File: config.mk
export PLATFORM = sky130hd
export DESIGN_NAME = sync_header_frame_parser
export DESIGN_NICKNAME = d
export VERILOG_FILES = /design/src/shp_pkg.sv /design/src/shp_core.sv /design/src/shp_out_reg.sv /design/src/sync_header_frame_parser.sv
export SDC_FILE = /design/constraint.sdc
export NUM_CORES = 1
export LEC_CHECK = 0
export BUFFER_PORTS_ARGS = -buffer_cell sky130_fd_sc_hd__buf_2
export CAP_MARGIN = 20
export CORE_MARGIN = 2
export CORE_UTILIZATION = 28
export CTS_CLUSTER_DIAMETER = 120
export DETAILED_ROUTE_END_ITERATION = 8
export PLACE_DENSITY = 0.49
export RECOVER_POWER = 50
export SYNTH_ARGS = -nofsm -noshare
export SYNTH_HDL_FRONTEND = slang
export SYNTH_HIERARCHICAL = 1
export SYNTH_SLANG_ARGS = --single-unit
File: constraint.sdc
create_clock -name clock -period 5.6 [get_ports clock]
set_input_delay 0.28 -clock clock [delete_from_list [all_inputs] [get_ports clock]]
set_output_delay 0.28 -clock clock [all_outputs]
set_load 0.02 [all_outputs]
File: src/shp_pkg.sv
// Shared types and constants of the sync-header frame parser.
package shp_pkg;

   localparam logic [7:0]  SYNC_BYTE     = 8'hAA;
   localparam logic [15:0] MAX_LEN_RESET = 16'd256;

   typedef enum logic [1:0] {
      KIND_DATA = 2'd0,
      KIND_GOOD = 2'd1,
      KIND_BAD  = 2'd2,
      KIND_DROP = 2'd3
   } kind_type;

   typedef enum logic [11:0] {
      PH_SYNC0  = 12'b0000_0000_0001,
      PH_SYNC1  = 12'b0000_0000_0010,
      PH_SYNC2  = 12'b0000_0000_0100,
      PH_SYNC3  = 12'b0000_0000_1000,
      PH_ADDR   = 12'b0000_0001_0000,
      PH_CMD    = 12'b0000_0010_0000,
      PH_OFS_LO = 12'b0000_0100_0000,
      PH_OFS_HI = 12'b0000_1000_0000,
      PH_LEN_LO = 12'b0001_0000_0000,
      PH_LEN_HI = 12'b0010_0000_0000,
      PH_DATA   = 12'b0100_0000_0000,
      PH_SUM    = 12'b1000_0000_0000
   } phase_type;

   typedef struct packed {
      logic [15:0] payload_length;
      logic [15:0] frame_offset;
      logic [7:0]  command_code;
      logic [7:0]  device_address;
      logic [15:0] byte_index;
      logic [7:0]  payload_byte;
   } result_type;

endpackage

File: src/shp_core.sv
// Parse state machine, header field capture and checksum of the frame parser.
module shp_core (
   input  logic               clock,
   input  logic               reset,
   input  logic               step,
   input  logic [7:0]         rx_byte,
   input  logic [15:0]        max_len,
   output logic               has_result,
   output shp_pkg::kind_type  result_kind,
   output shp_pkg::result_type result
);

   shp_pkg::phase_type phase_ff, phase_in;
   logic [7:0]  address_ff, address_in;
   logic [7:0]  command_ff, command_in;
   logic [15:0] offset_ff, offset_in;
   logic [15:0] length_ff, length_in;
   logic [15:0] count_ff, count_in;
   logic [7:0]  sum_ff, sum_in;
   logic [15:0] count_next;
   logic        is_sync;

   assign is_sync    = (rx_byte == shp_pkg::SYNC_BYTE);
   assign count_next = count_ff + 16'd1;

   always_comb begin
      phase_in    = phase_ff;
      address_in  = address_ff;
      command_in  = command_ff;
      offset_in   = offset_ff;
      length_in   = length_ff;
      count_in    = count_ff;
      sum_in      = sum_ff;
      has_result  = 1'b0;
      result_kind = shp_pkg::KIND_DATA;
      result      = '0;

      if (phase_ff inside {shp_pkg::PH_ADDR, shp_pkg::PH_CMD, shp_pkg::PH_OFS_LO,
                           shp_pkg::PH_OFS_HI, shp_pkg::PH_LEN_LO, shp_pkg::PH_LEN_HI,
                           shp_pkg::PH_DATA}) begin
         sum_in = sum_ff + rx_byte;
      end

      case (phase_ff)
         shp_pkg::PH_SYNC1: begin
            phase_in = is_sync ? shp_pkg::PH_SYNC2 : shp_pkg::PH_SYNC0;
         end
         shp_pkg::PH_SYNC2: begin
            phase_in = is_sync ? shp_pkg::PH_SYNC3 : shp_pkg::PH_SYNC0;
         end
         shp_pkg::PH_SYNC3: begin
            if (is_sync) begin
               phase_in = shp_pkg::PH_ADDR;
               sum_in   = 8'd0;
            end else begin
               phase_in = shp_pkg::PH_SYNC0;
            end
         end
         shp_pkg::PH_ADDR: begin
            address_in = rx_byte;
            phase_in   = shp_pkg::PH_CMD;
         end
         shp_pkg::PH_CMD: begin
            command_in = rx_byte;
            phase_in   = shp_pkg::PH_OFS_LO;
         end
         shp_pkg::PH_OFS_LO: begin
            offset_in = {8'd0, rx_byte};
            phase_in  = shp_pkg::PH_OFS_HI;
         end
         shp_pkg::PH_OFS_HI: begin
            offset_in = {rx_byte, offset_ff[7:0]};
            phase_in  = shp_pkg::PH_LEN_LO;
         end
         shp_pkg::PH_LEN_LO: begin
            length_in = {8'd0, rx_byte};
            phase_in  = shp_pkg::PH_LEN_HI;
         end
         shp_pkg::PH_LEN_HI: begin
            length_in = {rx_byte, length_ff[7:0]};
            if (length_in > max_len) begin
               has_result  = 1'b1;
               result_kind = shp_pkg::KIND_DROP;
               phase_in    = shp_pkg::PH_SYNC0;
            end else if (length_in == 16'd0) begin
               phase_in = shp_pkg::PH_SUM;
            end else begin
               count_in = 16'd0;
               phase_in = shp_pkg::PH_DATA;
            end
         end
         shp_pkg::PH_DATA: begin
            has_result          = 1'b1;
            result_kind         = shp_pkg::KIND_DATA;
            result.payload_byte = rx_byte;
            result.byte_index   = count_ff;
            count_in            = count_next;
            if (count_next >= length_ff) begin
               phase_in = shp_pkg::PH_SUM;
            end
         end
         shp_pkg::PH_SUM: begin
            has_result  = 1'b1;
            result_kind = (rx_byte == sum_ff) ? shp_pkg::KIND_GOOD : shp_pkg::KIND_BAD;
            phase_in    = shp_pkg::PH_SYNC0;
         end
         default: begin
            phase_in = is_sync ? shp_pkg::PH_SYNC1 : shp_pkg::PH_SYNC0;
         end
      endcase

      result.device_address = address_in;
      result.command_code   = command_in;
      result.frame_offset   = offset_in;
      result.payload_length = length_in;
   end

   always_ff @(posedge clock) begin
      if (reset) begin
         phase_ff   <= shp_pkg::PH_SYNC0;
         address_ff <= 8'd0;
         command_ff <= 8'd0;
         offset_ff  <= 16'd0;
         length_ff  <= 16'd0;
         count_ff   <= 16'd0;
         sum_ff     <= 8'd0;
      end else if (step) begin
         phase_ff   <= phase_in;
         address_ff <= address_in;
         command_ff <= command_in;
         offset_ff  <= offset_in;
         length_ff  <= length_in;
         count_ff   <= count_in;
         sum_ff     <= sum_in;
      end
   end

endmodule

File: src/shp_out_reg.sv
// Result register of the frame parser, holding one word for the output stream.
module shp_out_reg (
   input  logic                clock,
   input  logic                reset,
   input  logic                load,
   input  shp_pkg::kind_type   load_kind,
   input  shp_pkg::result_type load_result,
   output logic                free,
   output logic                rsp_tvalid,
   input  logic                rsp_tready,
   output logic [71:0]         rsp_tdata,
   output logic [1:0]          rsp_tuser
);

   logic                valid_ff, valid_in;
   shp_pkg::kind_type   kind_ff;
   shp_pkg::result_type result_ff;

   assign free     = !valid_ff || rsp_tready;
   assign valid_in = load || (valid_ff && !rsp_tready);

   always_ff @(posedge clock) begin
      if (reset) begin
         valid_ff <= 1'b0;
      end else begin
         valid_ff <= valid_in;
      end
   end

   always_ff @(posedge clock) begin
      if (load) begin
         kind_ff   <= load_kind;
         result_ff <= load_result;
      end
   end

   assign rsp_tvalid = valid_ff;
   assign rsp_tdata  = result_ff;
   assign rsp_tuser  = kind_ff;

endmodule

File: src/sync_header_frame_parser.sv
// Sync-header frame parser top level: input register, parser core and result register.
// The parser takes one received byte per word and accepts a word in every clock cycle
// as long as the result register is empty, being taken, or the byte produces no result.
// Each byte passes the input register and then the result register, which presents
// its result word unless the byte yields none. After four 0xAA sync bytes the parser
// reads address, command, little-endian offset and little-endian length; a length above
// the configured maximum yields one drop word, otherwise each payload byte yields one
// data word and the checksum byte yields a good or bad verdict carrying the header fields.
// The maximum length register should only be written while no byte is in flight.
module sync_header_frame_parser (
   input  logic        clock,
   input  logic        reset,
   input  logic        req_tvalid,
   output logic        req_tready,
   input  logic [7:0]  req_tdata,   // rx_byte
   output logic        rsp_tvalid,
   input  logic        rsp_tready,
   // payload_byte, byte_index, device_address, command_code, frame_offset, payload_length
   output logic [71:0] rsp_tdata,
   output logic [1:0]  rsp_tuser,   // kind
   input  logic        csr_wr_en,
   input  logic [15:0] csr_wr_data  // max_payload_len
);

   logic                s1_valid_ff, s1_valid_in;
   logic [7:0]          s1_byte_ff;
   logic [15:0]         max_len_ff;
   logic                advance;
   logic                out_free;
   logic                has_result;
   shp_pkg::kind_type   result_kind;
   shp_pkg::result_type result;

   assign advance     = s1_valid_ff && (out_free || !has_result);
   assign req_tready  = !s1_valid_ff || advance;
   assign s1_valid_in = (req_tvalid && req_tready) || (s1_valid_ff && !advance);

   always_ff @(posedge clock) begin
      if (reset) begin
         s1_valid_ff <= 1'b0;
         max_len_ff  <= shp_pkg::MAX_LEN_RESET;
      end else begin
         s1_valid_ff <= s1_valid_in;
         if (csr_wr_en) begin
            max_len_ff <= csr_wr_data;
         end
      end
   end

   always_ff @(posedge clock) begin
      if (req_tvalid && req_tready) begin
         s1_byte_ff <= req_tdata;
      end
   end

   shp_core u_core (
      .clock       (clock),
      .reset       (reset),
      .step        (advance),
      .rx_byte     (s1_byte_ff),
      .max_len     (max_len_ff),
      .has_result  (has_result),
      .result_kind (result_kind),
      .result      (result)
   );

   shp_out_reg u_out (
      .clock       (clock),
      .reset       (reset),
      .load        (advance && has_result),
      .load_kind   (result_kind),
      .load_result (result),
      .free        (out_free),
      .rsp_tvalid  (rsp_tvalid),
      .rsp_tready  (rsp_tready),
      .rsp_tdata   (rsp_tdata),
      .rsp_tuser   (rsp_tuser)
   );

   a_no_overwrite: assert property (@(posedge clock) disable iff (reset)
      (advance && has_result) |-> (!rsp_tvalid || rsp_tready))
      else $error("A result was loaded over one not yet taken.");

   a_ready_after_reset: assert property (@(posedge clock)
      reset |=> req_tready)
      else $error("The input side is not ready after reset.");

   a_verdict_zero: assert property (@(posedge clock) disable iff (reset)
      (rsp_tvalid && rsp_tuser != shp_pkg::KIND_DATA) |-> (rsp_tdata[23:0] == 24'd0))
      else $error("A verdict word carries a payload byte or index.");

   a_index_in_range: assert property (@(posedge clock) disable iff (reset)
      (rsp_tvalid && rsp_tuser == shp_pkg::KIND_DATA) |-> (rsp_tdata[23:8] < rsp_tdata[71:56]))
      else $error("A payload index lies beyond the frame length.");

endmodule

==> flow_summary.toml <==
[timing]
post-route-min-period_ns = 4.53
hold_violations = 0
tightest_slew_ns = 2.74
setup_violations = 0
max_freq_mhz = 221
rsz0062_at_grt = "no"
layout_setup_ws_ns = 1.07
fin_tns_setup_ns = 0
max_slew_margin_pct = -82.8
finalCritPeriodShare_pct = 81.0
fin_skew_ns = 0.0213
drv_slew = 98

[grt]
grt-busiest-layer = "met2"
overflow = 0
antenna_found_initial = 0
grt_pass1_vias = 6522
grt_max_degree = 57
grt_pass1_wl_mm = 37.6
met1_usage_pct = 20.6
grt_usage_pct = 14.3
grtUsageMet2_pct = 21.9
use_met3_pct = 2.40

[power_and_ir_drop]
power_switching_mw = 0.728
seqPwrFrac_pct = 52.1
p_leak_nw = 4.07
switching_share_pct = 26.3
irDropWorstVdd_mv = 0.176
power_density_mw_per_mm2 = 264
p_total_mw = 2.77
p_int_mw = 2.04
p_clk_share_pct = 43.8
combPwrFrac_pct = 4.1

[setup_path]
rrSetupSlack_ns = 1.17
r2r_start = "u_core/phase_ff[1]"
cp.required_ns = 5.94
worstPathMaxFanout = 56
reg2regPathDepth = 13
arrival_ns = 4.87
crit_type = "input port to flop"
crit_path_end = "u_core/sum_ff[7]"
cp-end-kind = "flop"
startpoint = "reset"
worst_setup_path_start_kind = "input port"
r2r-end = "u_core/phase_ff[10]"

[logic_synthesis]
synth_warnings = 6
synthCells = 876
synth_area_leaders = "edfxtp_1, dfxtp_1, ha_1, mux2i_1, nor2_1"
synth_top_area_share_pct = 26.8
syn-num-nets = 946
syn_area_mm2 = 0.00919
async_flop_share_pct = 0
synthTopCellsByCount = "dfxtp_1, edfxtp_1, nor2_1, nand2_1, inv_1"
synth_top_area_cell = "edfxtp_1"
yosysMostFrequentCell = "dfxtp_1"
ys_ff_latch = 184
synth_area_per_cell_um2 = 10.5
synth_edf_count = 82
synthFlopType = "dfxtp_1"
yosysSeqAreaShare_pct = 49.0
synth.distinct_cells = 74

[clocking]
clock-root-buffer = "clkbuf_16"
worstSkewPairLatency_ns = 0.45
htreeDepth = 4
cts_tree = "yes"
numCtsBuffers = 17
clkSinkCount = 184
cts.repair.resized = 0
cts_buffer_depth = 2
path_clk_slew_ns = 0.08

[placement]
place_inst = 1373
routabilityCongestion = 0.789
dpl.hpwl_mm = 15.8
io_buffers = 104
dp_slack_ns = 1.40

[cells_and_area]
final_nets = 1021
area_growth_pct = 14.0
n_antenna_cell = 0
fin_cells = 1406
drive_gt1_share_pct = 12.0
seq_area_mm2 = 0.00450
multi_input_area_mm2 = 0.00414
fillCellCount = 3375

[route]
via_per_inst = 4.83
drc = 0
wl_mm = 23.8
wl_per_cell_um = 16.9
via_count = 6795
dr.pass1.iters = 5
drt_iter0_drc = 460
detail-route-antenna-nets = 0

[floorplan]
initial_core_util_pct = 28.3
ios = 105
die_w_um = 185
core_mm2 = 0.0325
die_height_um = 185
die_area_mm2 = 0.0343
row_count = 66

[status]
violations = "max-capacitance violations, max-slew violations"
status = "finished, violations left"

[flow_run]
drv_cap = 2

[hold_path]
hold_class = "input port to flop"
## power groups by stage
stage / logic [mW] / registers (mW) / clock network [mW]
6_report: 0.114 / 1.44 / 1.21
5_1_grt: 0.128 / 1.45 / 1.31
4_1_cts: 0.114 / 1.44 / 1.25
3_5_place_dp: 0.113 / 1.48 / 0
3_3_place_gp: 0.112 / 1.47 / 0
2_1_floorplan: 0.0979 / 1.44 / 0
## sequential cells by signal (all words and copies together), names as in the netlist
register,flops
max_len_ff,16
u_out/rsp_tdata,72
u_out/rsp_tvalid,1
s1_byte_ff,8
u_core/count_ff,16
u_core/length_ff,16
u_core/sum_ff,8
u_core/address_ff,8
u_out/rsp_tuser,2
u_core/offset_ff,16
u_core/command_ff,8
u_core/phase_ff,12
s1_valid_ff,1
## through the flow
stage	utilization (%)	instance area, um2	hold WS [ns]
floorplan	-	9190	0.342
global placement	30.8	9990	0.443
detailed placement	30.8	10000	0.446
CTS	32.6	10600	0.00848
global route	32.3	10500	0.00985
finish	32.3	10500	0.0228
## final cells by class
cell class	instances	share of cell area [%]
Timing Repair Buffer	115	4.94
Tap cell	442	5.28
Clock buffer	17	4.06
Sequential cell	184	43.0
Clock inverter	15	1.47
Inverter	51	1.83
Multi-Input combinational cell	582	39.5
## cell usage in the layout (no fill, tap or decap), types with 7 or more instances in the layout
| master | n |
|---|---|
| o21ai_0 | 23 |
| nor2b_1 | 7 |
| xnor2_1 | 16 |
| clkbuf_16 | 17 |
| xor2_1 | 9 |
| nor4_1 | 11 |
| clkbuf_1 | 79 |
| nand2_1 | 62 |
| inv_1 | 50 |
| a32oi_1 | 7 |
| and2_0 | 9 |
| nor2_1 | 80 |
| nand4_1 | 15 |
| nor3_1 | 12 |
| dfxtp_1 | 102 |
| mux2i_1 | 45 |
| ha_1 | 40 |
| edfxtp_1 | 82 |
| a22o_1 | 22 |
| buf_2 | 27 |
| and3_1 | 8 |
| mux2_2 | 20 |
| nand3_1 | 32 |
| a21oi_1 | 40 |
| a22oi_1 | 9 |
| o41ai_1 | 10 |
## worst min path at each step
stage                               from              endpoint  slack [ns]  cells after the start
floorplan                          reset      u_out/rsp_tvalid        0.34                      1
global placement    u_core/offset_ff[12]  u_core/offset_ff[12]        0.44                      2
detailed placement   u_core/offset_ff[8]   u_core/offset_ff[8]        0.45                      2
CTS                         req_tdata[2]         s1_byte_ff[2]       0.008                      1
global route                req_tdata[0]         s1_byte_ff[0]        0.01                      1
finish                      req_tdata[0]         s1_byte_ff[0]        0.02                      1
## worst max-delay path: stages
cell	delay, ns
clkbuf_1	1.36
clkbuf_1	2.03
nor2_1	0.67
a211o_1	0.47
## cell families (layout without fill, tap and decap cells)
logic type	Yosys count	in the layout	share of synthesized area, %
adder cells (fa/ha/maj)	41	41	5.66
AO/OA/AOI/OAI	168	168	13.3
flip-flops	184	184	49.0
multiplexers	69	69	7.84
buffers and inverters	110	198	6.00
AND/OR/NAND/NOR	279	279	15.8
XOR/XNOR	25	25	2.38
## per-layer routing
metal / share of wire (%) / vias to the layer above
met4: 0.93 / 0
met3: 3.4 / 12
met5: 0 / -
met2: 45 / 162
li1: - / 3359
met1: 51 / 3262
## what timing repair did
action,4_1_cts,5_1_grt
buffers inserted,0,0
endpoints found under the hold margin,1,0
hold buffers,1,0
Power figures use the tool's default switching activity.
